**src/hw/rtl/chlg_pkg.sv**
```systemverilog
// shared types, codes and constants of the hotplug load governor
package chlg_pkg;

    localparam int RING_DEPTH_DEF = 32;

    localparam int TASK_W   = 8;
    localparam int CORES_W  = 3;
    localparam int LOAD_W   = 15;
    localparam int ACTION_W = 3;
    localparam int DELAY_W  = 11;

    localparam int CFG_W     = 10;
    localparam int CFG_IDX_W = 3;

    localparam int S_TDATA_W = 16;
    localparam int M_TDATA_W = 32;

    localparam logic [6:0]         LOAD_SCALE = 7'd100;
    localparam logic [DELAY_W-1:0] DELAY_MAX  = 11'd2047;

    // register indexes
    localparam logic [CFG_IDX_W-1:0] REG_ALL_THR  = 3'd0;
    localparam logic [CFG_IDX_W-1:0] REG_UP_THR   = 3'd1;
    localparam logic [CFG_IDX_W-1:0] REG_DOWN_THR = 3'd2;
    localparam logic [CFG_IDX_W-1:0] REG_LIMIT    = 3'd3;
    localparam logic [CFG_IDX_W-1:0] REG_WINDOW   = 3'd4;
    localparam logic [CFG_IDX_W-1:0] REG_INTERVAL = 3'd5;
    localparam logic [CFG_IDX_W-1:0] REG_DISABLE  = 3'd6;

    // register reset values
    localparam logic [9:0] RST_ALL_THR  = 10'd500;
    localparam logic [8:0] RST_UP_THR   = 9'd225;
    localparam logic [7:0] RST_DOWN_THR = 8'd100;
    localparam logic [2:0] RST_LIMIT    = 3'd4;
    localparam logic [5:0] RST_WINDOW   = 6'd18;
    localparam logic [8:0] RST_INTERVAL = 9'd20;

    // action codes
    localparam logic [ACTION_W-1:0] ACT_NONE       = 3'd0;
    localparam logic [ACTION_W-1:0] ACT_ONLINE_ALL = 3'd1;
    localparam logic [ACTION_W-1:0] ACT_ONLINE_ONE = 3'd2;
    localparam logic [ACTION_W-1:0] ACT_OFFLINE    = 3'd3;
    localparam logic [ACTION_W-1:0] ACT_HELD       = 3'd4;

    typedef enum logic [2:0] {
        ST_IDLE,
        ST_WRITE,
        ST_READ,
        ST_DRAIN,
        ST_DIV,
        ST_DECIDE,
        ST_FIN
    } t_state;

endpackage

```
**src/hw/rtl/cpu_hotplug_load_governor.sv**
```systemverilog
// top level of the moving-average core hotplug governor
// usage
//  - slave stream: one transfer per item; tuser is the command (0 load sample,
//    1 clear pause), tdata carries task count, cores online and offline pending
//  - master stream: one transfer per item with action, average load, next delay
//    and the pause flag after the item
//  - config port: write enable, register index, data; write only while idle
// timing
//  - a sample passes ST_WRITE, a walk of W ring entries in ST_READ, ST_DRAIN,
//    the divide of the S-bit sum in ST_DIV, ST_DECIDE and ST_FIN; W the clamped
//    window, S the sum width (LOAD_W + clog2(RING_DEPTH)); the ring walk reads
//    one entry a cycle and the divider gives one quotient bit a cycle
//  - an unpause item goes from idle straight to ST_FIN
//  - s_axis_tready is high only while idle, so no new item until the last is through
// reset
//  - registers to their defaults, pause flag set, ring empty; a fill count
//    makes never-written ring entries read as zero, so no clearing pass
// stall
//  - the result sits in an output register; the next item is accepted while it
//    waits, and that item's result is held back until the register frees
module cpu_hotplug_load_governor #(
    parameter int RING_DEPTH = chlg_pkg::RING_DEPTH_DEF
) (
    input  logic                           i_clk,
    input  logic                           i_rst_n,
    // slave stream
    input  logic                           s_axis_tvalid,
    output logic                           s_axis_tready,
    // [7:0] runnable_tasks, [10:8] cores_online, [11] offline_pending, rest zero
    input  logic [chlg_pkg::S_TDATA_W-1:0] s_axis_tdata,
    // [0] command
    input  logic                           s_axis_tuser,
    // master stream
    output logic                           m_axis_tvalid,
    input  logic                           m_axis_tready,
    // [2:0] action, [17:3] average_load, [28:18] next_delay_ms, [29] paused_now
    output logic [chlg_pkg::M_TDATA_W-1:0] m_axis_tdata,
    // config write port
    input  logic                           i_cfg_we,
    input  logic [chlg_pkg::CFG_IDX_W-1:0] i_cfg_idx,
    input  logic [chlg_pkg::CFG_W-1:0]     i_cfg_wdata
);

    import chlg_pkg::*;

    localparam int ADDR_W = $clog2(RING_DEPTH);
    localparam int FILL_W = $clog2(RING_DEPTH + 1);
    localparam int WIN_W  = $clog2(RING_DEPTH + 1);
    localparam int SUM_W  = LOAD_W + $clog2(RING_DEPTH);
    localparam int DCNT_W = $clog2(SUM_W + 1);

    // configuration registers
    logic [9:0] r_cfg_all;
    logic [8:0] r_cfg_up;
    logic [7:0] r_cfg_down;
    logic [2:0] r_cfg_limit;
    logic [5:0] r_cfg_window;
    logic [8:0] r_cfg_interval;
    logic       r_cfg_disabled;

    always_ff @(posedge i_clk) begin
        if (!i_rst_n) begin
            r_cfg_all      <= RST_ALL_THR;
            r_cfg_up       <= RST_UP_THR;
            r_cfg_down     <= RST_DOWN_THR;
            r_cfg_limit    <= RST_LIMIT;
            r_cfg_window   <= RST_WINDOW;
            r_cfg_interval <= RST_INTERVAL;
            r_cfg_disabled <= 1'b0;
        end else if (i_cfg_we) begin
            unique case (i_cfg_idx)
                REG_ALL_THR:  r_cfg_all      <= i_cfg_wdata[9:0];
                REG_UP_THR:   r_cfg_up       <= i_cfg_wdata[8:0];
                REG_DOWN_THR: r_cfg_down     <= i_cfg_wdata[7:0];
                REG_LIMIT:    r_cfg_limit    <= i_cfg_wdata[2:0];
                REG_WINDOW:   r_cfg_window   <= i_cfg_wdata[5:0];
                REG_INTERVAL: r_cfg_interval <= i_cfg_wdata[8:0];
                REG_DISABLE:  r_cfg_disabled <= i_cfg_wdata[0];
                default: ;  // index beyond the list is ignored
            endcase
        end
    end

    // sequencer and datapath registers
    t_state r_state, n_state;

    logic [TASK_W-1:0]   r_tasks;
    logic [CORES_W-1:0]  r_online;
    logic                r_pending;
    logic                r_paused;
    logic [ADDR_W-1:0]   r_pos;       // next ring write slot
    logic [FILL_W-1:0]   r_fill;      // entries written since reset
    logic [ADDR_W-1:0]   r_rd_addr;   // backward walk pointer
    logic [WIN_W-1:0]    r_win;       // clamped window
    logic [WIN_W-1:0]    r_cnt;       // reads issued
    logic                r_acc;       // read data arrives this cycle
    logic                r_hit;       // that entry was written
    logic [SUM_W-1:0]    r_sum;       // sum, then quotient
    logic [WIN_W-1:0]    r_rem;
    logic [DCNT_W-1:0]   r_div_cnt;

    logic [ACTION_W-1:0] r_res_action;
    logic [LOAD_W-1:0]   r_res_avg;
    logic [DELAY_W-1:0]  r_res_delay;
    logic                r_res_paused;

    logic                r_out_valid;
    logic [M_TDATA_W-1:0] r_out_data;

    // control strobes
    logic c_in_ready;
    logic c_ram_we;
    logic c_ram_re;
    logic c_out_load;

    logic in_xfer;
    logic out_free;
    assign in_xfer  = s_axis_tvalid && s_axis_tready;
    assign out_free = !r_out_valid || m_axis_tready;

    // next state
    always_comb begin
        n_state = r_state;
        unique case (r_state)
            ST_IDLE: begin
                if (in_xfer) begin
                    n_state = s_axis_tuser ? ST_FIN : ST_WRITE;
                end
            end
            ST_WRITE:  n_state = ST_READ;
            ST_READ: begin
                if (r_cnt == r_win - WIN_W'(1)) begin
                    n_state = ST_DRAIN;
                end
            end
            ST_DRAIN:  n_state = ST_DIV;
            ST_DIV: begin
                if (r_div_cnt == DCNT_W'(1)) begin
                    n_state = ST_DECIDE;
                end
            end
            ST_DECIDE: n_state = ST_FIN;
            ST_FIN: begin
                if (out_free) begin
                    n_state = ST_IDLE;
                end
            end
            default:   n_state = ST_IDLE;
        endcase
    end

    // state outputs
    always_comb begin
        c_in_ready = 1'b0;
        c_ram_we   = 1'b0;
        c_ram_re   = 1'b0;
        c_out_load = 1'b0;
        unique case (r_state)
            ST_IDLE:  c_in_ready = 1'b1;
            ST_WRITE: c_ram_we   = 1'b1;
            ST_READ:  c_ram_re   = 1'b1;
            ST_FIN:   c_out_load = out_free;
            default: ;
        endcase
    end

    assign s_axis_tready = c_in_ready;

    always_ff @(posedge i_clk) begin
        if (!i_rst_n) begin
            r_state <= ST_IDLE;
        end else begin
            r_state <= n_state;
        end
    end

    // ring memory
    logic [LOAD_W-1:0] ram_wdata;
    logic [LOAD_W-1:0] ram_rdata;

    assign ram_wdata = LOAD_W'(r_tasks) * LOAD_W'(LOAD_SCALE);

    chlg_ram #(
        .WIDTH (LOAD_W),
        .DEPTH (RING_DEPTH)
    ) u_ring (
        .i_clk   (i_clk),
        .i_we    (c_ram_we),
        .i_waddr (r_pos),
        .i_wdata (ram_wdata),
        .i_re    (c_ram_re),
        .i_raddr (r_rd_addr),
        .o_rdata (ram_rdata)
    );

    // window clamp
    logic [WIN_W-1:0] win_clamped;
    always_comb begin
        if (r_cfg_window == '0) begin
            win_clamped = WIN_W'(1);
        end else if (32'(r_cfg_window) > 32'(RING_DEPTH)) begin
            win_clamped = WIN_W'(RING_DEPTH);
        end else begin
            win_clamped = WIN_W'(r_cfg_window);
        end
    end

    // divider step: one quotient bit a cycle
    logic [WIN_W:0] rem_shift;
    logic           rem_ge;
    assign rem_shift = {r_rem, r_sum[SUM_W-1]};
    assign rem_ge    = rem_shift >= {1'b0, r_win};

    // decision logic
    logic [LOAD_W:0]     avg_ext;
    logic [LOAD_W:0]     up_load;
    logic [LOAD_W:0]     down_load;
    logic [11:0]         delay_full;
    logic [DELAY_W-1:0]  delay_sat;
    logic                below_limit;
    logic [ACTION_W-1:0] dec_action;
    logic [DELAY_W-1:0]  dec_delay;
    logic                dec_paused;

    assign avg_ext     = {1'b0, r_sum[LOAD_W-1:0]};
    assign up_load     = (LOAD_W + 1)'(r_cfg_up) * (LOAD_W + 1)'(r_online);
    assign down_load   = (LOAD_W + 1)'(r_cfg_down) * (LOAD_W + 1)'(r_online);
    assign delay_full  = 12'(r_cfg_interval) * 12'(r_online);
    assign delay_sat   = (delay_full > 12'(DELAY_MAX)) ? DELAY_MAX : delay_full[DELAY_W-1:0];
    assign below_limit = r_online < r_cfg_limit;

    always_comb begin
        dec_action = ACT_NONE;
        dec_delay  = delay_sat;
        dec_paused = r_paused;
        if (!r_cfg_disabled) begin
            if (avg_ext >= (LOAD_W + 1)'(r_cfg_all) && below_limit) begin
                dec_action = ACT_ONLINE_ALL;
                dec_delay  = DELAY_W'(r_cfg_interval);
                dec_paused = 1'b1;
            end else if (r_paused) begin
                dec_action = ACT_HELD;
                dec_delay  = DELAY_W'(r_cfg_interval);
            end else if (avg_ext >= up_load && below_limit) begin
                dec_action = ACT_ONLINE_ONE;
                dec_delay  = DELAY_W'(r_cfg_interval);
            end else if (avg_ext <= down_load) begin
                dec_action = r_pending ? ACT_NONE : ACT_OFFLINE;
            end
        end
    end

    // control registers of the datapath
    always_ff @(posedge i_clk) begin
        if (!i_rst_n) begin
            r_paused <= 1'b1;
            r_pos    <= '0;
            r_fill   <= '0;
            r_acc    <= 1'b0;
        end else begin
            r_acc <= c_ram_re;
            if (in_xfer && s_axis_tuser) begin
                r_paused <= 1'b0;
            end
            if (r_state == ST_DECIDE) begin
                r_paused <= dec_paused;
            end
            if (c_ram_we) begin
                r_pos <= (r_pos == ADDR_W'(RING_DEPTH - 1)) ? '0 : r_pos + ADDR_W'(1);
                if (r_fill != FILL_W'(RING_DEPTH)) begin
                    r_fill <= r_fill + FILL_W'(1);
                end
            end
        end
    end

    // payload registers of the datapath
    always_ff @(posedge i_clk) begin
        r_hit <= FILL_W'(r_rd_addr) < r_fill;
        if (in_xfer) begin
            r_tasks      <= s_axis_tdata[7:0];
            r_online     <= s_axis_tdata[10:8];
            r_pending    <= s_axis_tdata[11];
            // unpause result
            r_res_action <= ACT_NONE;
            r_res_avg    <= '0;
            r_res_delay  <= '0;
            r_res_paused <= 1'b0;
        end
        case (r_state)
            ST_WRITE: begin
                r_rd_addr <= r_pos;
                r_win     <= win_clamped;
                r_cnt     <= '0;
                r_sum     <= '0;
            end
            ST_READ, ST_DRAIN: begin
                if (r_acc && r_hit) begin
                    r_sum <= r_sum + SUM_W'(ram_rdata);
                end
                if (r_state == ST_READ) begin
                    r_cnt     <= r_cnt + WIN_W'(1);
                    r_rd_addr <= (r_rd_addr == '0) ? ADDR_W'(RING_DEPTH - 1)
                                                   : r_rd_addr - ADDR_W'(1);
                end else begin
                    r_rem     <= '0;
                    r_div_cnt <= DCNT_W'(SUM_W);
                end
            end
            ST_DIV: begin
                r_rem     <= rem_ge ? WIN_W'(rem_shift - {1'b0, r_win}) : rem_shift[WIN_W-1:0];
                r_sum     <= {r_sum[SUM_W-2:0], rem_ge};
                r_div_cnt <= r_div_cnt - DCNT_W'(1);
            end
            ST_DECIDE: begin
                r_res_action <= dec_action;
                r_res_avg    <= r_sum[LOAD_W-1:0];
                r_res_delay  <= dec_delay;
                r_res_paused <= dec_paused;
            end
            default: ;
        endcase
    end

    // output register
    always_ff @(posedge i_clk) begin
        if (!i_rst_n) begin
            r_out_valid <= 1'b0;
        end else if (c_out_load) begin
            r_out_valid <= 1'b1;
        end else if (m_axis_tready) begin
            r_out_valid <= 1'b0;
        end
    end

    always_ff @(posedge i_clk) begin
        if (c_out_load) begin
            r_out_data <= M_TDATA_W'({r_res_paused, r_res_delay, r_res_avg, r_res_action});
        end
    end

    assign m_axis_tvalid = r_out_valid;
    assign m_axis_tdata  = r_out_data;

    // checks
    a_fill_bound: assert property (@(posedge i_clk) disable iff (!i_rst_n)
        r_fill <= FILL_W'(RING_DEPTH))
        else $error("ring fill count beyond depth");

    a_sample_to_write: assert property (@(posedge i_clk) disable iff (!i_rst_n)
        (in_xfer && !s_axis_tuser) |=> (r_state == ST_WRITE))
        else $error("sample transfer did not start a ring write");

    a_walk_in_window: assert property (@(posedge i_clk) disable iff (!i_rst_n)
        (r_state == ST_READ) |-> (r_cnt < r_win))
        else $error("ring walk ran past the window");

    a_quot_fits: assert property (@(posedge i_clk) disable iff (!i_rst_n)
        (r_state == ST_DECIDE) |-> ((r_sum >> LOAD_W) == '0))
        else $error("average does not fit the load width");

    a_all_sets_pause: assert property (@(posedge i_clk) disable iff (!i_rst_n)
        (m_axis_tvalid && m_axis_tdata[2:0] == ACT_ONLINE_ALL) |-> m_axis_tdata[29])
        else $error("online all result without pause flag");

endmodule

```
**src/hw/rtl/chlg_ram.sv**
```systemverilog
// generic single write port ram with registered read
module chlg_ram #(
    parameter int WIDTH = 15,
    parameter int DEPTH = 32
) (
    input  logic                     i_clk,
    input  logic                     i_we,
    input  logic [$clog2(DEPTH)-1:0] i_waddr,
    input  logic [WIDTH-1:0]         i_wdata,
    input  logic                     i_re,
    input  logic [$clog2(DEPTH)-1:0] i_raddr,
    output logic [WIDTH-1:0]         o_rdata
);

    logic [WIDTH-1:0] r_mem [DEPTH];
    logic [WIDTH-1:0] r_rdata;

    always_ff @(posedge i_clk) begin
        if (i_we) begin
            r_mem[i_waddr] <= i_wdata;
        end
        if (i_re) begin
            r_rdata <= r_mem[i_raddr];
        end
    end

    assign o_rdata = r_rdata;

endmodule

```
**config.mk**
```make
export PLATFORM = sky130hd
export DESIGN_NAME = cpu_hotplug_load_governor
export DESIGN_NICKNAME = d
export VERILOG_FILES = /design/src/hw/rtl/chlg_pkg.sv /design/src/hw/rtl/cpu_hotplug_load_governor.sv /design/src/hw/rtl/chlg_ram.sv
export SDC_FILE = /design/constraint.sdc
export NUM_CORES = 1
export LEC_CHECK = 0
export BUFFER_PORTS_ARGS = -buffer_cell sky130_fd_sc_hd__buf_2
export CAP_MARGIN = 40
export CORE_UTILIZATION = 25
export DETAILED_ROUTE_END_ITERATION = 8
export PLACE_DENSITY = 0.37
export SYNTH_ARGS = -nofsm -noshare
export SYNTH_HDL_FRONTEND = slang
export SYNTH_SLANG_ARGS = --single-unit
```
**constraint.sdc**
```tcl
create_clock -name i_clk -period 5 [get_ports i_clk]
set_input_delay 1 -clock i_clk [delete_from_list [all_inputs] [get_ports i_clk]]
set_output_delay 1 -clock i_clk [all_outputs]
set_load 0.02 [all_outputs]
```
Yosys cells after proc, flatten, opt, wreduce, memory -nomap -nowiden
Memories as Yosys holds them, arrays and structs flattened. A register that Yosys moved wholly into a read port is not among the register bits.
Index checks and enable logic that the tools add are counted.

word-level totals
  RAM bits = 416
  memories kept = 1
  flip-flop bits (word level) = 199
  output and inout port bits = 34
  logic and storage cells = 156
  bits of input ports = 35

memory list
  memory        words  width  read ports  clocked after memory_dff  wr ports  RTL line        RTL
  u_ring.r_mem  32     13     1           1                         1         chlg_ram.sv:15  logic [WIDTH-1:0] r_mem [DEPTH];

operators by class
  equality and inequality tests = 23
  add/subtract/negate cells = 8
  $lt $le $gt $ge = 8
  reductions and logical operators = 31
  multiplexer cells = 51
  multiply operators = 4

operators by type and width
  cell                                                                    number
  11-bit two-way mux                                                      7
  20-bit case mux with 3 select lines                                     1
  15-bit two-way mux                                                      2
  3-bit two-way mux                                                       10
  9-bit by 3-bit multiplier with 12-bit output                            2
  6-bit two-way mux                                                       4
  6-bit case mux with 2 select lines                                      2
  2-bit AND reduction                                                     11
  3-bit case mux with 7 select lines                                      1
  20-bit by 15-bit adder with 20-bit output                               1
  20-bit two-way mux                                                      1
  5-bit two-way mux                                                       4
  5-bit case mux with 2 select lines                                      2
  3-bit equality test, second input constant                              6
  15-bit by 10-bit greater-or-equal comparator with 1-bit output          1
  15-bit by 12-bit greater-or-equal comparator with 1-bit output          1
  15-bit by 11-bit less-or-equal comparator with 1-bit output             1
  1-bit two-way mux                                                       14
  2-bit inequality test, second input constant                            7
  8-bit by 5-bit multiplier with 13-bit output, second input constant     1
  6-bit by 1-bit adder with 6-bit output, second input constant           2
  3-bit by 2-bit equality test with 1-bit output, second input constant   4
  12-bit by 11-bit > comparator with 1-bit output, second input constant  1
  8-bit by 3-bit multiplier with 11-bit output                            1
  other kinds (24)                                                        38

Logic depth before layout (Yosys ltp)
  depth after elaboration = 8
  depth in mapped cells = 22
  mapped depth without buffers = 19

Modules after synthesis
Synthesis repeated with hierarchy kept, for this count alone.

second synthesis, totals
  cells, all modules = 2301
  area, all modules = 31201.2 µm²

modules (own cells, without submodules)
  module                     cells an instance  times used  sequential area each (µm²)  area each (µm²)
  chlg_ram                   1075               1           14864.3                     19358.6
  cpu_hotplug_load_governor  1226               1           4884.7                      11842.6

Worst setup path after synthesis
OpenSTA, ideal clock, no wires.

  path kind = flip-flop to flip-flop
  from = register r_online[1]
  to = register r_res_delay[0] (data pin)
  data required time = 4.743 ns
  setup time = 0.257 ns
  stages on the path, launching flop included = 22
  period minus slack after synthesis = 4.560 ns
  slack = 0.440 ns
  arrival = 4.303 ns
  path buffers = 2
  cell sequence = edfxtp_1 > clkbuf_1 > and2_1 > fa_1 > ha_1 > fa_1 > a21oi_1 > nor2_1 > nor2_1 > o21bai_1 > a21oi_1 > o21ai_0 > xnor2_1 > ha_1 > and4_1 > a211oi_1 > o21ai_1 > a31oi_1 > a41o_1 > buf_4 > nand2b_1 > a32o_1

on the way
  longest elaborated chain between the ends = 8
  elaborated cells between the ends (all ways) = 13
  those cells by class = mul: 2; order compare: 3; mux: 6; reduce/logical: 2

RTL lines
  item                                                                                                                               RTL line                                                            RTL
  start: declaration                                                                                                                 cpu_hotplug_load_governor.sv:88                                     logic [CORES_W-1:0] r_online;
  start signal: assignment                                                                                                           cpu_hotplug_load_governor.sv:282                                    r_online <= s_axis_tdata[10:8];
  9-bit by 3-bit multiplier with 12-bit output, on equally long branches                                                             cpu_hotplug_load_governor.sv:228, cpu_hotplug_load_governor.sv:226
  12-bit by 11-bit > comparator with 1-bit output or 15-bit by 12-bit greater-or-equal comparator with 1-bit output (tied branches)  cpu_hotplug_load_governor.sv:229, cpu_hotplug_load_governor.sv:244
  11-bit two-way mux or 1-bit logical AND (tied branches)                                                                            cpu_hotplug_load_governor.sv:229, cpu_hotplug_load_governor.sv:244
  11-bit two-way mux                                                                                                                 cpu_hotplug_load_governor.sv:244                                    end else if (avg_ext >= up_load && below_limit) begin
  11-bit two-way mux                                                                                                                 cpu_hotplug_load_governor.sv:241                                    end else if (r_paused) begin
  11-bit two-way mux                                                                                                                 cpu_hotplug_load_governor.sv:237                                    if (avg_ext >= (LOAD_W + 1)'(r_cfg_all) && below_limit) begin
  11-bit two-way mux *                                                                                                               cpu_hotplug_load_governor.sv:236                                    if (!r_cfg_disabled) begin
  11-bit two-way mux *                                                                                                               cpu_hotplug_load_governor.sv:290                                    case (r_state)
  end signal: assignment                                                                                                             cpu_hotplug_load_governor.sv:318                                    r_res_delay <= dec_delay;
  end: declaration                                                                                                                   cpu_hotplug_load_governor.sv:104                                    logic [DELAY_W-1:0] r_res_delay;

Every way passes the cells marked *; elsewhere a longest branch is shown, timed or not.
A chain may end at the register's enable or synchronous reset.

Worst setup path in the final report
  from = register r_online[2]
  to = register r_res_action[0] (data pin)

on the way
  longest elaborated chain between the ends = 8
  elaborated cells between the ends (all ways) = 13
  those cells by class = mul: 2; order compare: 3; mux: 6; reduce/logical: 2

RTL lines
  item                                                                                                                                           RTL line                                                            RTL
  9-bit by 3-bit multiplier with 12-bit output or 8-bit by 3-bit multiplier with 11-bit output (tied branches)                                   cpu_hotplug_load_governor.sv:226, cpu_hotplug_load_governor.sv:227
  15-bit by 12-bit greater-or-equal comparator with 1-bit output or 15-bit by 11-bit less-or-equal comparator with 1-bit output (tied branches)  cpu_hotplug_load_governor.sv:244, cpu_hotplug_load_governor.sv:247
  1-bit logical AND or 2-bit two-way mux (tied branches)                                                                                         cpu_hotplug_load_governor.sv:244, cpu_hotplug_load_governor.sv:247
  2-bit two-way mux                                                                                                                              cpu_hotplug_load_governor.sv:244
  3-bit two-way mux                                                                                                                              cpu_hotplug_load_governor.sv:241
  3-bit two-way mux *                                                                                                                            cpu_hotplug_load_governor.sv:237
  3-bit two-way mux *                                                                                                                            cpu_hotplug_load_governor.sv:236
  3-bit two-way mux *                                                                                                                            cpu_hotplug_load_governor.sv:290
  end signal: assignment                                                                                                                         cpu_hotplug_load_governor.sv:316                                    r_res_action <= dec_action;
  end: declaration                                                                                                                               cpu_hotplug_load_governor.sv:102                                    logic [ACTION_W-1:0] r_res_action;

Marked as above.

==> out/qor.yml <==
route:
  detail-route-antenna-nets: 0
  vias: 15900
  finalWirelength_um: 76200
  firstDrtPassIters: 7
  routedWlPerCell_um: 21.4
  drtIter0Drc: 1031
  vias_per_cell: 4.48
  drc_errors: 0
cts:
  clock_path_buffers: 3
  cts_sinks: 613
  cts_tree: "built"
  hold_buffers: 0
  cts_buffers: 76
  cts-root-buf: "clkbuf_16"
  htree_levels: 3
  clk_pin_slew_ns: 0.06
  clk_latency_ns: 0.65
final_layout:
  final_cells: 3558
  fillers: 11100
  final_core_util: 0.301
  multi_input_area_um2: 9740
  seqCellArea_um2: 17800
  antenna_cells: 0
  area_delta_synth_final_pct: 19.0
  layout.nets: 2207
  drive_above_1_share: 0.211
critical_path:
  r2r-end: "r_res_action[0]"
  crit_type: "reg2reg"
  cp.arrival_ns: 5.21
  crit_family: "adder cells"
  rrSetupSlack_ns: 0.26
  path_cells: "buf_4 -> nand2_1 -> fa_1 -> inv_1 -> ha_1 -> fa_1 -> a21o_1 -> a21oi_2 -> nor2b_1 -> o21a_1 -> or3_1 -> nand2_1 -> ha_1 -> a21oi_1 -> nor2b_1 -> o21ai_0 -> a21oi_1 -> or4_4 -> o31a_1 -> nor3_1"
  critPathLaunch: "r_online[2]"
  cp_num_cells: 20
  slowest_delay_ns: 0.55
  cp.required_ns: 5.47
  path_buf_inv: 2
  endpoint: "r_res_action[0]"
  timing.rr.start: "r_online[2]"
  cp-end-kind: "flip-flop"
  cp-start-kind: "flip-flop"
  reg2regPathDepth: 20
  cp_max_fo: 5
  slowest_stage: "fa_1"
pwr:
  power_w: 0.0167
  p_leak_nw: 11.7
  ir_drop_v: 0.000402
  p_per_area_nw_per_um2: 501
timing:
  tightestPinTransition_ns: 0.852
  finalSetupTns_ns: 0
  fin_crit_ns: 4.74
  min_period_over_period: 0.948
  setup_viol: 0
  hold_ws_ns: 0.418
  skew_ns: 0.0186
  drv_slew: 0
  hold_violations: 0
  fmax_mhz: 211
  maxSlewHeadroom: 0.427
yosys:
  synth_top_area_share: 0.588
  syn-cell-area_um2: 28100
  synthArstFlopShare: 0
  synth_seq_area_share: 0.633
  synthCells: 1860
  syn_area_per_cell_um2: 15.1
  synth.ff_latch_count: 613
  synth.largest_area_cell: "edfxtp_1"
  synth-edff-count: 549
  ys.flop_type: "edfxtp_1"
  synth_area_leaders: "edfxtp_1, mux4_2, ha_1, dfxtp_1, nand2_1"
  synthDistinctLibCells: 68
  yosysWarnings: 0
placed_design:
  numPortBuffers: 62
  dp.cells: 3422
  place.gp.congestion: 0.768
  dp_hpwl_um: 49700
floorplanning:
  pin_count: 69
  fp.dieArea_um2: 114000
  rows: 122
  die-height_um: 337
  initial_core_util: 0.253
  core_region_area_um2: 111000
  dieWidth_um: 337
global_route:
  track_usage: 0.137
  globalRouteOverflowTotal: 0
  grt_max_degree: 64
  antenna_found_initial: 0
  grt_pass1_vias: 17200
  grt_pass1_wl_um: 113000
worst_hold_path:
  hold_path.class: "reg2reg"
flow_run:
  cap_violations: 0
outcome:
  outcome: "complete, no violations"
==> per-layer routing <==
metal / track usage / share of wire
met1: 0.173 / 0.44
met2: 0.238 / 0.50
met3: 0.0254 / 0.035
met4: 0.0402 / 0.025
met5: 0 / 0
==> cells by family after synthesis <==
family	Yosys count	share of synthesized area
DFF	613	0.633
and+or+nand+nor	472	0.0781
AOI/OAI and AO/OA	233	0.0516
buffers and inverters	174	0.0264
adders and majority gates	158	0.0779
muxes	149	0.114
xor gates and xnor gates	60	0.0187
other	1	0.000134
==> cell usage in the layout (no fill, tap or decap), types with 15 or more instances in the layout <==
master	count
nor2_1	80
buf_2	62
xnor2_1	31
xor2_1	22
nand3_1	31
edfxtp_1	549
fa_1	26
nand2b_1	15
nor2b_1	19
buf_4	62
o21ai_0	49
ha_1	129
dfxtp_1	64
a21oi_1	72
nand2_1	183
clkinv_1	16
nor2_2	30
and3_1	19
mux4_2	114
mux4_1	16
clkbuf_16	77
inv_1	101
and2_1	34
clkbuf_1	16
nor3_1	15
==> power by group <==
group / switching (W) / internal, W
Clock: 0.00220 / 0.00316
Combinational: 0.00264 / 0.00162
Sequential: 0.000254 / 0.00684
Total: 0.00509 / 0.0116
==> synthesized netlist by cell type, drive strengths merged (3+ instances only) <==
library cell / number
o21ai: 57
dfxtp: 64
and4: 3
o211ai: 8
o21a: 14
mux4: 130
a22o: 3
nor3: 16
xnor2: 35
and3: 19
nand4: 12
clkbuf: 48
or2: 3
edfxtp: 549
mux2i: 6
fa: 28
a21o: 12
nor3b: 5
nand3: 31
xor2: 25
nand2b: 15
ha: 130
buf: 23
o31ai: 4
a311oi: 9
mux2: 13
inv: 101
a41oi: 3
and2: 35
nor4: 4
nand3b: 6
a211oi: 10
o21bai: 8
nor2: 111
nand2: 183
or4: 3
nor2b: 19
a31oi: 8
a21oi: 78
or3: 4
==> layout make-up <==
class | count | share of cell area
sequential | 613 | 0.532
tap | 1488 | 0.0558
multi-input combinational | 1074 | 0.292
inverter | 103 | 0.0116
clock buffer | 97 | 0.0612
timing repair buffer | 146 | 0.0357
clock inverter | 37 | 0.0115
==> flip-flops by register name, summed over array words and instances, names as in the netlist, 10 cells and up <==
register	flops
u_ring.r_mem	416
m_axis_tdata	30
r_sum	20
r_res_avg	15
u_ring.o_rdata	13
r_res_delay	11
r_cfg_all	10
==> stage by stage <==
stage               cell area (µm²)  worst slack (ns)
floorplan                     28100             0.440
global placement              30600            0.0378
detailed placement            30900            0.0208
CTS                           33300            0.0163
global route                  33400           -0.0143
finish                        33400             0.262
==> worst min-delay path by stage <==
stage                        to  depth (start not counted)            start  slack, ns
2_1_floorplan   m_axis_tdata[0]                          0  r_res_action[0]       0.40
3_3_place_gp   m_axis_tdata[20]                          0   r_res_delay[2]       0.40
3_5_place_dp   m_axis_tdata[17]                          0    r_res_avg[14]       0.41
4_1_cts         m_axis_tdata[2]                          0  r_res_action[2]       0.42
5_1_grt         m_axis_tdata[2]                          0  r_res_action[2]       0.42
6_report       m_axis_tdata[18]                          0   r_res_delay[0]       0.42
==> timing repair <==
| item | 4_1_cts | 5_1_grt |
|---|---|---|
| resized for setup | 0 | 16 |
| endpoints found under the hold margin | 0 | 0 |
| pin swaps | 0 | 5 |
| setup endpoints to repair | 1 | 12 |
| buffers inserted | 1 | 1 |
Note: power is estimated with default switching activity, not from simulation.
